==> config.mk <==
export PLATFORM = sky130hd
export DESIGN_NAME = pfr_blend
export DESIGN_NICKNAME = d
export VERILOG_FILES = /design/src/hw/rtl/pfr_pkg.sv /design/src/hw/rtl/pfr_blend.sv
export SDC_FILE = /design/constraint.sdc
export NUM_CORES = 1
export LEC_CHECK = 0
export ABC_AREA = 1
export BUFFER_PORTS_ARGS = -buffer_cell sky130_fd_sc_hd__buf_2
export CAP_MARGIN = 0
export CELL_PAD_IN_SITES_DETAIL_PLACEMENT = 1
export CELL_PAD_IN_SITES_GLOBAL_PLACEMENT = 1
export CORE_ASPECT_RATIO = 1.5
export CORE_MARGIN = 2
export CORE_UTILIZATION = 49
export CTS_CLUSTER_DIAMETER = 120
export DETAILED_ROUTE_END_ITERATION = 12
export GPL_TIMING_DRIVEN = 0
export PLACE_DENSITY = 0.85
export SLEW_MARGIN = 20
export SYNTH_ARGS = -nofsm -noshare
export SYNTH_HDL_FRONTEND = slang
export SYNTH_SLANG_ARGS = --single-unit
==> constraint.sdc <==
create_clock -name clk -period 6.8 [get_ports clk]
set_input_delay 1.7 -clock clk [delete_from_list [all_inputs] [get_ports clk]]
set_output_delay 1.7 -clock clk [all_outputs]
set_load 0.05 [all_outputs]
==> src/hw/rtl/pfr_pkg.sv <==
// ----------------------------------------------------------------------------
// pfr_pkg: shared types, constants and arithmetic for the palette fade remap
// Transaction payloads, control bundles, FSM states and the per-channel
// blend and distance functions used by the blend and scan units.
// ----------------------------------------------------------------------------
package pfr_pkg;

    // Field widths
    localparam int CHAN_W     = 8;
    localparam int RGB_W      = 3 * CHAN_W;
    localparam int IDX_W      = 8;
    localparam int FRAC_SHIFT = 7;                  // fraction is in 1/128 units
    localparam int DIFF_W     = CHAN_W + 1;         // c - t, signed
    localparam int PROD_W     = 2 * DIFF_W;         // (c - t) * fraction, signed
    localparam int BLEND_W    = PROD_W - FRAC_SHIFT; // blended channel, signed
    localparam int SQ_W       = 20;                 // one squared channel difference
    localparam int DIST_W     = SQ_W + 1;           // sum of three squares

    // Parameter defaults
    localparam int PALETTE_ENTRIES_DEF = 256;
    localparam int REMAP_FIRST_DEF     = 240;
    localparam int REMAP_END_DEF       = 255;

    // Action codes
    localparam logic ACT_WRITE  = 1'b0;
    localparam logic ACT_LOOKUP = 1'b1;

    // Configuration register indexes
    localparam int  CFG_IDX_W         = 1;
    localparam logic [CFG_IDX_W-1:0] CFG_TARGET_INDEX  = 1'b0;
    localparam logic [CFG_IDX_W-1:0] CFG_FADE_FRACTION = 1'b1;

    typedef struct packed {
        logic              action;
        logic [IDX_W-1:0]  entry_index;
        logic [CHAN_W-1:0] red_in;
        logic [CHAN_W-1:0] green_in;
        logic [CHAN_W-1:0] blue_in;
    } in_item_t;

    typedef struct packed {
        logic [IDX_W-1:0] queried_index;
        logic [IDX_W-1:0] mapped_index;
    } out_item_t;

    typedef struct packed {
        logic signed [BLEND_W-1:0] r;
        logic signed [BLEND_W-1:0] g;
        logic signed [BLEND_W-1:0] b;
    } blend_rgb_t;

    typedef struct packed {
        logic tgt_load;   // read data holds the target colour
        logic mul_load;   // read data holds the source colour
    } blend_ctrl_t;

    typedef struct packed {
        logic             clear;      // start of a lookup
        logic [IDX_W-1:0] clear_idx;  // answer when no candidate exists
        logic             issue;      // candidate read issued this cycle
        logic [IDX_W-1:0] issue_idx;
    } scan_ctrl_t;

    typedef struct packed {
        logic             busy;
        logic [IDX_W-1:0] best_idx;
    } scan_status_t;

    typedef enum logic [2:0] {
        ST_IDLE,
        ST_RD_TGT,
        ST_RD_SRC,
        ST_MUL,
        ST_SCAN,
        ST_DRAIN,
        ST_RESULT
    } state_t;

    // Extract channel k (0 red, 1 green, 2 blue) of a packed colour
    function automatic logic [CHAN_W-1:0] rgb_chan(logic [RGB_W-1:0] rgb, int k);
        return rgb[CHAN_W*(2-k) +: CHAN_W];
    endfunction

    // (c - t) * fraction
    function automatic logic signed [PROD_W-1:0] fade_product(
        logic [CHAN_W-1:0] c, logic [CHAN_W-1:0] t, logic [CHAN_W-1:0] frac);
        logic signed [DIFF_W-1:0] diff;
        logic signed [DIFF_W-1:0] fs;
        diff = $signed({1'b0, c}) - $signed({1'b0, t});
        fs   = $signed({1'b0, frac});
        return diff * fs;
    endfunction

    // c - product / 128, division truncated toward zero
    function automatic logic signed [BLEND_W-1:0] fade_channel(
        logic [CHAN_W-1:0] c, logic signed [PROD_W-1:0] prod);
        logic signed [PROD_W-1:0]  rounded;
        logic signed [PROD_W-1:0]  shifted;
        logic signed [BLEND_W-1:0] quot;
        rounded = prod[PROD_W-1] ? prod + PROD_W'((1 << FRAC_SHIFT) - 1) : prod;
        shifted = rounded >>> FRAC_SHIFT;
        quot    = shifted[BLEND_W-1:0];
        return $signed({{(BLEND_W-CHAN_W){1'b0}}, c}) - quot;
    endfunction

    // (p - blended)^2
    function automatic logic [SQ_W-1:0] dist_sq(
        logic [CHAN_W-1:0] p, logic signed [BLEND_W-1:0] bl);
        logic signed [BLEND_W-1:0]   d;
        logic signed [2*BLEND_W-1:0] sq;
        d  = $signed({{(BLEND_W-CHAN_W){1'b0}}, p}) - bl;
        sq = d * d;
        return sq[SQ_W-1:0];
    endfunction

endpackage

==> src/hw/rtl/pfr_blend.sv <==
// ----------------------------------------------------------------------------
// pfr_blend: fade blend of the source colour toward the target colour
// Captures target and source from the palette read port, registers the three
// channel products, then registers the blended, signed colour.
// ----------------------------------------------------------------------------
module pfr_blend
    import pfr_pkg::*;
(
    input  logic              clk,
    input  blend_ctrl_t       ctrl,
    input  logic [RGB_W-1:0]  rd_data,
    input  logic [CHAN_W-1:0] fraction,
    output blend_rgb_t        blended
);

    logic [RGB_W-1:0]         tgt_reg;
    logic [RGB_W-1:0]         src_reg;
    logic signed [PROD_W-1:0] prod_r_reg;
    logic signed [PROD_W-1:0] prod_g_reg;
    logic signed [PROD_W-1:0] prod_b_reg;
    blend_rgb_t               blend_reg;
    blend_rgb_t               blend_next;

    // Hold the target colour
    always_ff @(posedge clk)
    begin
        if (ctrl.tgt_load)
        begin
            tgt_reg <= rd_data;
        end
    end

    // Register source colour and channel products
    always_ff @(posedge clk)
    begin
        if (ctrl.mul_load)
        begin
            src_reg    <= rd_data;
            prod_r_reg <= fade_product(rgb_chan(rd_data, 0), rgb_chan(tgt_reg, 0), fraction);
            prod_g_reg <= fade_product(rgb_chan(rd_data, 1), rgb_chan(tgt_reg, 1), fraction);
            prod_b_reg <= fade_product(rgb_chan(rd_data, 2), rgb_chan(tgt_reg, 2), fraction);
        end
    end

    // Scale the products and subtract from the source channels
    always_comb
    begin
        blend_next.r = fade_channel(rgb_chan(src_reg, 0), prod_r_reg);
        blend_next.g = fade_channel(rgb_chan(src_reg, 1), prod_g_reg);
        blend_next.b = fade_channel(rgb_chan(src_reg, 2), prod_b_reg);
    end

    always_ff @(posedge clk)
    begin
        blend_reg <= blend_next;
    end

    assign blended = blend_reg;

endmodule

==> results.md <==
- Max Cap Violations: 0
- Sequential area share after synthesis: 24.14%
- Synth cell types: between 40 and 50
- Area grow syn2layout: 10.62%
- H-tree depth: 4
- Pin count of the biggest net entering global routing: 47
- Hpwl dp: around 35 mm
- DRC viols: 0
- Core Region: slightly above 30,000 µm²
- Routed length per instance: approximately 19 µm
- Status: finished clean
- Mapped Nets: about 2,200
- Number of global-route vias before repair: 14,090
- Final Setup Violations: 0
- Die X: ~150 µm
- Mapped Cells: around 1,800
- Warnings, synthesis: 0
- Grt total ovfl: 0
- Hold WS: 566.9 ps
- Max reg flops: 33
- Setup WS post-layout: about 220 ps
- Compound-Gate Fraction of Synth Area: under 10%
- Synthesized flop and latch total: roughly 140
- Synth top area share: roughly a quarter
- Crit start category: input pin
- Critical Path End Type: flop
- Initial DRT Pass Iterations: 5
- Flop-to-flop setup slack: 1210 ps
- Mean Syn Cell Area: roughly 8.6 µm²
- Ports: around 70
- Die Ht: about 220 µm
- Xor-xnor portion of the synthesized cell area: approximately 4.8%
- Cell area after synthesis: 15,420 µm²
- Via density: 5.381
- First-pass GRT wire length: approximately 70 mm
- HP Class: flop to flop
- Crit path arrival time: between 6000 and 7000 ps
- Total Wirelength: around 44 mm
- GPL Wtd Cong: about 0.86
- Total GRT Usage: approximately 28%
- Slew Limit Headroom: around two fifths
- # port buffers: between 60 and 70
- Final period util: a little over nine tenths
- Setup TNS: 0 ps
- Iter 0 DRT Violations: about 510
- Final hold vios: 0
- Post-synth EDFFs: roughly 100
- Synth Area in Simple Gates: 17.16%
- Tmin final: 6583 ps
- CTS root buffer: clkbuf_16
- Mux cell area share after synthesis: 0%
- Max clock buf depth: 2
- Max Clock Skew: between 8 and 9 ps
- # nets final: 2,253
- Clock tree from TritonCTS: built
- RSZ-0062 raised after global routing: true
- Main combinational cell family by area after synthesis: adder cells
- Commonest cells in the netlist: 443 x inv_1, 304 x nand2_1, 185 x fa_1
- Post-DRT Antenna Nets: 0
- Initial Utilization: just under 50%
- Crit-path max FO: 5
- Most common flop cell mapped by yosys: edfxtp_1
- Synth async-reset ratio: 0%
- Fraction of layout cells with a size suffix above 1: a little under an eighth
- Achievable Freq: roughly 150 MHz
- FP Rows: 79
- Total CTS buffers: 17
- Setup WS pre-CTS: -456.4 ps
- Total number of vias: ~12,000
- N_diodes: 0
- Slew Viols, Final: 0
- R2R depth: 25
- Antenna violations before repair: 0
- Count leader, synth: inv_1
- Total die area: between 30,000 and 40,000 µm²
- Critical Path RT: slightly above 7000 ps
- Post-synth top area cell: fa_1
- Clock sink count: approximately 140
- Reg clk slew, reported paths: approximately 70 ps
- Worst Tran Pin Value: about 900 ps
- Clk Latency, worst-skew pair: ~450 ps
- Worst Path Class, Setup: input pin to flop
- Hold Path Stages: 3
- Synth area leaders: fa_1 24%, edfxtp_1 20%, ha_1 13%
- Adder-Cell Fraction of Synth Area: around 37%
worst paths after layout:
check,start,endpoint
min,prod_r_reg[17]$_DFFE_PP_,blended[32]$_DFF_P_
max reg2reg,tgt_reg[8]$_DFFE_PP_,prod_g_reg[16]$_DFFE_PP_
max,rd_data[16],prod_r_reg[14]$_DFFE_PP_
min reg2reg,prod_r_reg[17]$_DFFE_PP_,blended[32]$_DFF_P_
critical path, stage by stage:
cell	delay (ps)
buf_2	120
inv_1	60
ha_1	220
fa_2	360
inv_1	60
nand3_1	100
nand2_1	140
nand2_1	90
nand2_1	90
a21oi_2	70
nand2_1	80
nand2_2	120
inv_2	120
nand2_1	90
fa_1	520
inv_1	50
fa_1	520
inv_1	60
fa_1	520
fa_1	510
inv_1	60
ha_2	380
nand2_1	130
o21ai_2	230
a21oi_2	100
o21ai_1	150
xor2_1	200
timing repair:
| action | CTS | global route |
|---|---|---|
| gates resized for setup | 4 | 60 |
| setup buffers | 0 | 2 |
| hold buffers | 0 | 0 |
| setup endpoints to repair | 4 | 20 |
| pin swaps | 0 | 6 |
metrics by stage:
step | cells | instance area, µm² | util [%]
floorplan | 1785 | 15420 | -
global placement | 2253 | 16250 | 52.35
detailed placement | 2254 | 16270 | 52.42
CTS | 2286 | 16830 | 54.23
global route | 2288 | 17060 | 54.97
finish | 2288 | 17060 | 54.97
kinds of logic after synthesis:
| group | after synthesis |
|---|---|
| buf+inv | 476 |
| compound gates | 131 |
| fa+ha+maj | 348 |
| flops | 135 |
| xor+xnor | 84 |
| simple gates | 611 |
area by class of cell:
class | count | area, µm²
plain buffers | 22 | 106.4
clock inverters | 14 | 123.9
well taps | 405 | 506.7
repair buffers | 66 | 352.8
fillers | 3727 | 13970
flip-flops and latches | 135 | 3724
inverters | 454 | 1708
multi-input cells | 1174 | 10110
clock buffers | 18 | 429.2
metal layers:
layer  up-vias  global-route usage [%]  wire [µm]
met3       151                   4.227       1542
met1      6238                   26.98      14930
met5         -                       0          0
li1       5622                       -          -
met4         0                   15.27       2478
met2       300                   53.67      25110
layout by cell type, fill, tap and decap left out, types with 14 or more instances in the layout:
master       n
edfxtp_1   102
fa_1       180
xor2_1      51
a21oi_2     17
inv_1      436
ha_1       148
nor2_1     158
dfxtp_1     33
nand3_1     63
nand4_1     15
o21ai_0     20
a21oi_1     51
xnor2_1     33
inv_2       14
nand2_1    295
clkbuf_16   17
buf_2       63
nand2_2     23
clkbuf_1    18
Power is not shown: default switching activity piles up to over one toggle a cycle in this logic, so the estimate is an artifact.
