`src/hw/rtl/pfr_pkg.sv`:
```
// ----------------------------------------------------------------------------
// pfr_pkg: shared types, constants and arithmetic for the palette fade remap
// Transaction payloads, control bundles, FSM states and the per-channel
// blend and distance functions used by the blend and scan units.
// ----------------------------------------------------------------------------
package pfr_pkg;

    // Field widths
    localparam int CHAN_W     = 8;
    localparam int RGB_W      = 3 * CHAN_W;
    localparam int IDX_W      = 8;
    localparam int FRAC_SHIFT = 7;                  // fraction is in 1/128 units
    localparam int DIFF_W     = CHAN_W + 1;         // c - t, signed
    localparam int PROD_W     = 2 * DIFF_W;         // (c - t) * fraction, signed
    localparam int BLEND_W    = PROD_W - FRAC_SHIFT; // blended channel, signed
    localparam int SQ_W       = 20;                 // one squared channel difference
    localparam int DIST_W     = SQ_W + 1;           // sum of three squares

    // Parameter defaults
    localparam int PALETTE_ENTRIES_DEF = 256;
    localparam int REMAP_FIRST_DEF     = 240;
    localparam int REMAP_END_DEF       = 255;

    // Action codes
    localparam logic ACT_WRITE  = 1'b0;
    localparam logic ACT_LOOKUP = 1'b1;

    // Configuration register indexes
    localparam int  CFG_IDX_W         = 1;
    localparam logic [CFG_IDX_W-1:0] CFG_TARGET_INDEX  = 1'b0;
    localparam logic [CFG_IDX_W-1:0] CFG_FADE_FRACTION = 1'b1;

    typedef struct packed {
        logic              action;
        logic [IDX_W-1:0]  entry_index;
        logic [CHAN_W-1:0] red_in;
        logic [CHAN_W-1:0] green_in;
        logic [CHAN_W-1:0] blue_in;
    } in_item_t;

    typedef struct packed {
        logic [IDX_W-1:0] queried_index;
        logic [IDX_W-1:0] mapped_index;
    } out_item_t;

    typedef struct packed {
        logic signed [BLEND_W-1:0] r;
        logic signed [BLEND_W-1:0] g;
        logic signed [BLEND_W-1:0] b;
    } blend_rgb_t;

    typedef struct packed {
        logic tgt_load;   // read data holds the target colour
        logic mul_load;   // read data holds the source colour
    } blend_ctrl_t;

    typedef struct packed {
        logic             clear;      // start of a lookup
        logic [IDX_W-1:0] clear_idx;  // answer when no candidate exists
        logic             issue;      // candidate read issued this cycle
        logic [IDX_W-1:0] issue_idx;
    } scan_ctrl_t;

    typedef struct packed {
        logic             busy;
        logic [IDX_W-1:0] best_idx;
    } scan_status_t;

    typedef enum logic [2:0] {
        ST_IDLE,
        ST_RD_TGT,
        ST_RD_SRC,
        ST_MUL,
        ST_SCAN,
        ST_DRAIN,
        ST_RESULT
    } state_t;

    // Extract channel k (0 red, 1 green, 2 blue) of a packed colour
    function automatic logic [CHAN_W-1:0] rgb_chan(logic [RGB_W-1:0] rgb, int k);
        return rgb[CHAN_W*(2-k) +: CHAN_W];
    endfunction

    // (c - t) * fraction
    function automatic logic signed [PROD_W-1:0] fade_product(
        logic [CHAN_W-1:0] c, logic [CHAN_W-1:0] t, logic [CHAN_W-1:0] frac);
        logic signed [DIFF_W-1:0] diff;
        logic signed [DIFF_W-1:0] fs;
        diff = $signed({1'b0, c}) - $signed({1'b0, t});
        fs   = $signed({1'b0, frac});
        return diff * fs;
    endfunction

    // c - product / 128, division truncated toward zero
    function automatic logic signed [BLEND_W-1:0] fade_channel(
        logic [CHAN_W-1:0] c, logic signed [PROD_W-1:0] prod);
        logic signed [PROD_W-1:0]  rounded;
        logic signed [PROD_W-1:0]  shifted;
        logic signed [BLEND_W-1:0] quot;
        rounded = prod[PROD_W-1] ? prod + PROD_W'((1 << FRAC_SHIFT) - 1) : prod;
        shifted = rounded >>> FRAC_SHIFT;
        quot    = shifted[BLEND_W-1:0];
        return $signed({{(BLEND_W-CHAN_W){1'b0}}, c}) - quot;
    endfunction

    // (p - blended)^2
    function automatic logic [SQ_W-1:0] dist_sq(
        logic [CHAN_W-1:0] p, logic signed [BLEND_W-1:0] bl);
        logic signed [BLEND_W-1:0]   d;
        logic signed [2*BLEND_W-1:0] sq;
        d  = $signed({{(BLEND_W-CHAN_W){1'b0}}, p}) - bl;
        sq = d * d;
        return sq[SQ_W-1:0];
    endfunction

endpackage

```
`src/hw/rtl/pfr_scan.sv`:
```
// ----------------------------------------------------------------------------
// pfr_scan: nearest-colour search over the remap candidates
// Three-stage pipeline behind the palette read port: read data, squared
// channel differences, then sum and compare against the best so far.
// ----------------------------------------------------------------------------
module pfr_scan
    import pfr_pkg::*;
(
    input  logic             clk,
    input  logic             rst_n,
    input  scan_ctrl_t       ctrl,
    input  logic [RGB_W-1:0] rd_data,
    input  blend_rgb_t       blended,
    output scan_status_t     status
);

    logic              rd_valid_reg;
    logic [IDX_W-1:0]  rd_idx_reg;
    logic              sq_valid_reg;
    logic [IDX_W-1:0]  sq_idx_reg;
    logic [SQ_W-1:0]   sq_r_reg;
    logic [SQ_W-1:0]   sq_g_reg;
    logic [SQ_W-1:0]   sq_b_reg;
    logic              found_reg;
    logic [DIST_W-1:0] best_d_reg;
    logic [IDX_W-1:0]  best_idx_reg;
    logic [DIST_W-1:0] dist_sum;
    logic              take;

    // Track which read data belongs to a candidate
    always_ff @(posedge clk or negedge rst_n)
    begin
        if (!rst_n)
        begin
            rd_valid_reg <= 1'b0;
            sq_valid_reg <= 1'b0;
        end
        else
        begin
            rd_valid_reg <= ctrl.issue;
            sq_valid_reg <= rd_valid_reg;
        end
    end

    always_ff @(posedge clk)
    begin
        rd_idx_reg <= ctrl.issue_idx;
        sq_idx_reg <= rd_idx_reg;
    end

    // Square the channel differences
    always_ff @(posedge clk)
    begin
        if (rd_valid_reg)
        begin
            sq_r_reg <= dist_sq(rgb_chan(rd_data, 0), blended.r);
            sq_g_reg <= dist_sq(rgb_chan(rd_data, 1), blended.g);
            sq_b_reg <= dist_sq(rgb_chan(rd_data, 2), blended.b);
        end
    end

    // Sum and compare; strict less-than keeps the lowest index on ties
    always_comb
    begin
        dist_sum = DIST_W'(sq_r_reg) + DIST_W'(sq_g_reg) + DIST_W'(sq_b_reg);
        take     = sq_valid_reg && (!found_reg || (dist_sum < best_d_reg));
    end

    always_ff @(posedge clk or negedge rst_n)
    begin
        if (!rst_n)
        begin
            found_reg <= 1'b0;
        end
        else if (ctrl.clear)
        begin
            found_reg <= 1'b0;
        end
        else if (take)
        begin
            found_reg <= 1'b1;
        end
    end

    always_ff @(posedge clk)
    begin
        if (ctrl.clear)
        begin
            best_idx_reg <= ctrl.clear_idx;
        end
        else if (take)
        begin
            best_d_reg   <= dist_sum;
            best_idx_reg <= sq_idx_reg;
        end
    end

    assign status.busy     = rd_valid_reg | sq_valid_reg;
    assign status.best_idx = best_idx_reg;

endmodule

```
`config.mk`:
```
export PLATFORM = sky130hd
export DESIGN_NAME = pfr_scan
export DESIGN_NICKNAME = d
export VERILOG_FILES = /design/src/hw/rtl/pfr_pkg.sv /design/src/hw/rtl/pfr_scan.sv
export SDC_FILE = /design/constraint.sdc
export NUM_CORES = 1
export LEC_CHECK = 0
export ABC_AREA = 1
export BUFFER_PORTS_ARGS = -buffer_cell sky130_fd_sc_hd__clkbuf_2
export CAP_MARGIN = 25
export CELL_PAD_IN_SITES_DETAIL_PLACEMENT = 1
export CELL_PAD_IN_SITES_GLOBAL_PLACEMENT = 2
export CORE_MARGIN = 5
export CORE_UTILIZATION = 40
export CTS_BUF_LIST = sky130_fd_sc_hd__clkbuf_4
export DETAILED_ROUTE_END_ITERATION = 16
export GPL_TIMING_DRIVEN = 1
export PLACE_DENSITY = 0.9
export SYNTH_ARGS = -nofsm -noshare
export SYNTH_HDL_FRONTEND = slang
export SYNTH_SLANG_ARGS = --single-unit
```
`constraint.sdc`:
```
create_clock -name clk -period 5 [get_ports clk]
set_clock_uncertainty 0.1 [all_clocks]
set_input_delay 0.75 -clock clk [delete_from_list [all_inputs] [get_ports clk]]
set_output_delay 0.75 -clock clk [all_outputs]
set_load 0.005 [all_outputs]
```
==> results.json <==
{
  "drive_gt1_share_pct": 43.6,
  "worst_setup_path_end_kind": "flop",
  "drtIter0Drc": 1145,
  "overflow": 0,
  "firstDrtPassIters": 9,
  "final_common_cell": "inv_1",
  "cts_tree": "done",
  "first_global_vias": 20000,
  "worstSkewPairLatency_ns": 0.52,
  "slowest_delay_ns": 0.65,
  "slew_headroom_pct": 41.5,
  "setup_viol": 42,
  "dp.cells": 3217,
  "hpwl_mm": 46.8,
  "crit_slowest_cell": "fa_1",
  "antenna_found_initial": 1,
  "reg2reg_to": "best_d_reg[5]",
  "hold_start": "ctrl[0]",
  "rrSetupSlack_ns": 0.23,
  "fmax_ghz": 0.156,
  "crit_type": "input pin to flop",
  "grt_pass1_wl_mm": 104,
  "clockBufferDepth": 2,
  "wl_per_cell_um": 24.0,
  "worst_pin_slew_ns": 0.878,
  "synth_area_um2": 18400,
  "rows": 78,
  "critPathLaunchType": "input pin",
  "design_area_um2": 27000,
  "ys_seq_elements": 105,
  "fin_cells": 3358,
  "gp_congestion": 0.886,
  "synth-edff-count": 86,
  "path_buf_inv": 11,
  "drv_cap": 0,
  "hold_viol": 0,
  "synth_mux_area_share_pct": 0.109,
  "period_minus_slack_ns": 6.42,
  "dpl_cell_area_um2": 23300,
  "clk_pin_slew_ns": 0.22,
  "critical_path_required_ns": 5.19,
  "ff_latch_area_um2": 2980,
  "critPathMaxFanout": 7,
  "h-tree-depth": 3,
  "violations": "setup timing",
  "ys_warn_count": 0,
  "worstRegToRegCells": 18,
  "critPathArrivalTime_ns": 6.62,
  "synth-simple-area-share_pct": 15.6,
  "rsz0062_at_grt": "true",
  "syn_avg_cell_area_um2": 8.44,
  "largest_reg_flops": 21,
  "synthXorXnorAreaFrac_pct": 4.31,
  "maxSlewViolCount": 0,
  "status": "finished with violations",
  "root_buffer": "clkbuf_4",
  "clock-sinks": 105,
  "min_delay_worst_endpoint": "rd_idx_reg[0]",
  "final_cell_mix": "inv_1 (460), buf_4 (407), nand2_1 (275)",
  "nFillCells": 5117,
  "synth_top_family_by_area": "adder cells",
  "numCtsBuffers": 9,
  "antenna_left": 0,
  "area_delta_synth_final_pct": 47.2,
  "final_util_pct": 59.5,
  "multi_input_area_um2": 16200,
  "design.die.area_um2": 50300,
  "async_flop_share_pct": 2.86,
  "holdPathStages": 1,
  "drc": 0,
  "grt_start_max_net_pins": 60,
  "final.period_utilization_pct": 128,
  "crit_family": "adder cells",
  "cp.depth": 29,
  "coreArea_um2": 45400,
  "timing.rr.start": "sq_r_reg[6]",
  "routed_wl_mm": 80.5,
  "ios": 86,
  "port_buffers": 85,
  "vias": 18200,
  "synth_cell_types": 47,
  "synthAdderAreaFrac_pct": 45.6,
  "start_util_pct": 40.4,
  "synth_compound_area_share_pct": 5.49,
  "num-nets-final": 3315,
  "pre_cts_slack_ns": -1.57,
  "synth_ff_type": "edfxtp_1",
  "fin_ws_ns": -1.42,
  "syn_inst": 2175,
  "die_x_um": 224,
  "routed_via_density": 5.41,
  "grt_usage_pct": 25.9,
  "min_path_type": "input pin to flop",
  "yosysSeqAreaShare_pct": 16.2,
  "die_h_um": 224
}
[layout make-up]
type / instances / share of cell area (%)
clock inverters: 7 / 0.320
well taps: 600 / 2.78
multi-input cells: 1459 / 60.0
clock buffers: 9 / 0.250
flip-flops and latches: 105 / 11.0
inverters: 597 / 8.66
repair buffers: 580 / 16.9
diodes: 1 / 0.00926
[cells in the mapped netlist, drive strengths merged (12+ instances only)]
cell	instances	share of area (%)
inv	595	12
nand3	64	1.8
xnor2	30	1.5
xor2	56	2.8
edfxtp	86	14
a21o	12	0.49
nand4	16	0.55
a31oi	13	0.44
a21oi	92	2.5
o21ai	42	1.2
nor2	201	4.2
dfxtp	16	1.7
nand2	394	8.2
ha	181	12
fa	305	33
[routing by layer]
metal  vias to the layer above  track usage (%)  part of all wire [%]
li1                       7701                -                     -
met5                         -                0                     0
met3                       429             3.03                   4.4
met1                      9196             28.4                    34
met4                         0             9.80                   7.8
met2                       825             50.6                    54
[how the worst max path moves through the flow]
stage | to | startpoint | slack (ns)
global route | sq_g_reg[19] | rd_data[8] | -1.45
CTS | sq_g_reg[15] | rd_data[8] | -0.87
finish | sq_g_reg[19] | rd_data[8] | -1.42
floorplan | sq_r_reg[19] | rd_data[16] | -1.06
global placement | sq_r_reg[19] | rd_data[16] | -1.43
detailed placement | sq_g_reg[19] | rd_data[8] | -1.57
[through the flow]
step	TNS, ns	hold slack (ns)
after floorplan	-27.34	0.210
after global placement	-47.78	0.213
after detailed placement	-54.96	0.213
after CTS	-25.00	0.212
after global routing	-39.67	0.197
final	-35.66	0.244
[what timing repair did]
action | 4_1_cts | 5_1_grt
gates cloned | 1 | 0
gates resized for setup | 348 | 278
pin swaps | 231 | 181
setup endpoints to repair | 44 | 45
hold buffers | 1 | 0
endpoints found under the hold margin | 3 | 0
buffers inserted | 95 | 60
[kinds of logic after synthesis]
logic type,Yosys count
AOI/OAI and AO/OA,178
buffers and inverters,613
and+or+nand+nor,703
xor gates and xnor gates,86
adders and majority gates,486
muxes,2
DFF,105
other,2
Power is left out: the tool's default activity adds up to more than one toggle a clock period on the data nets, which glitch-free logic cannot reach.
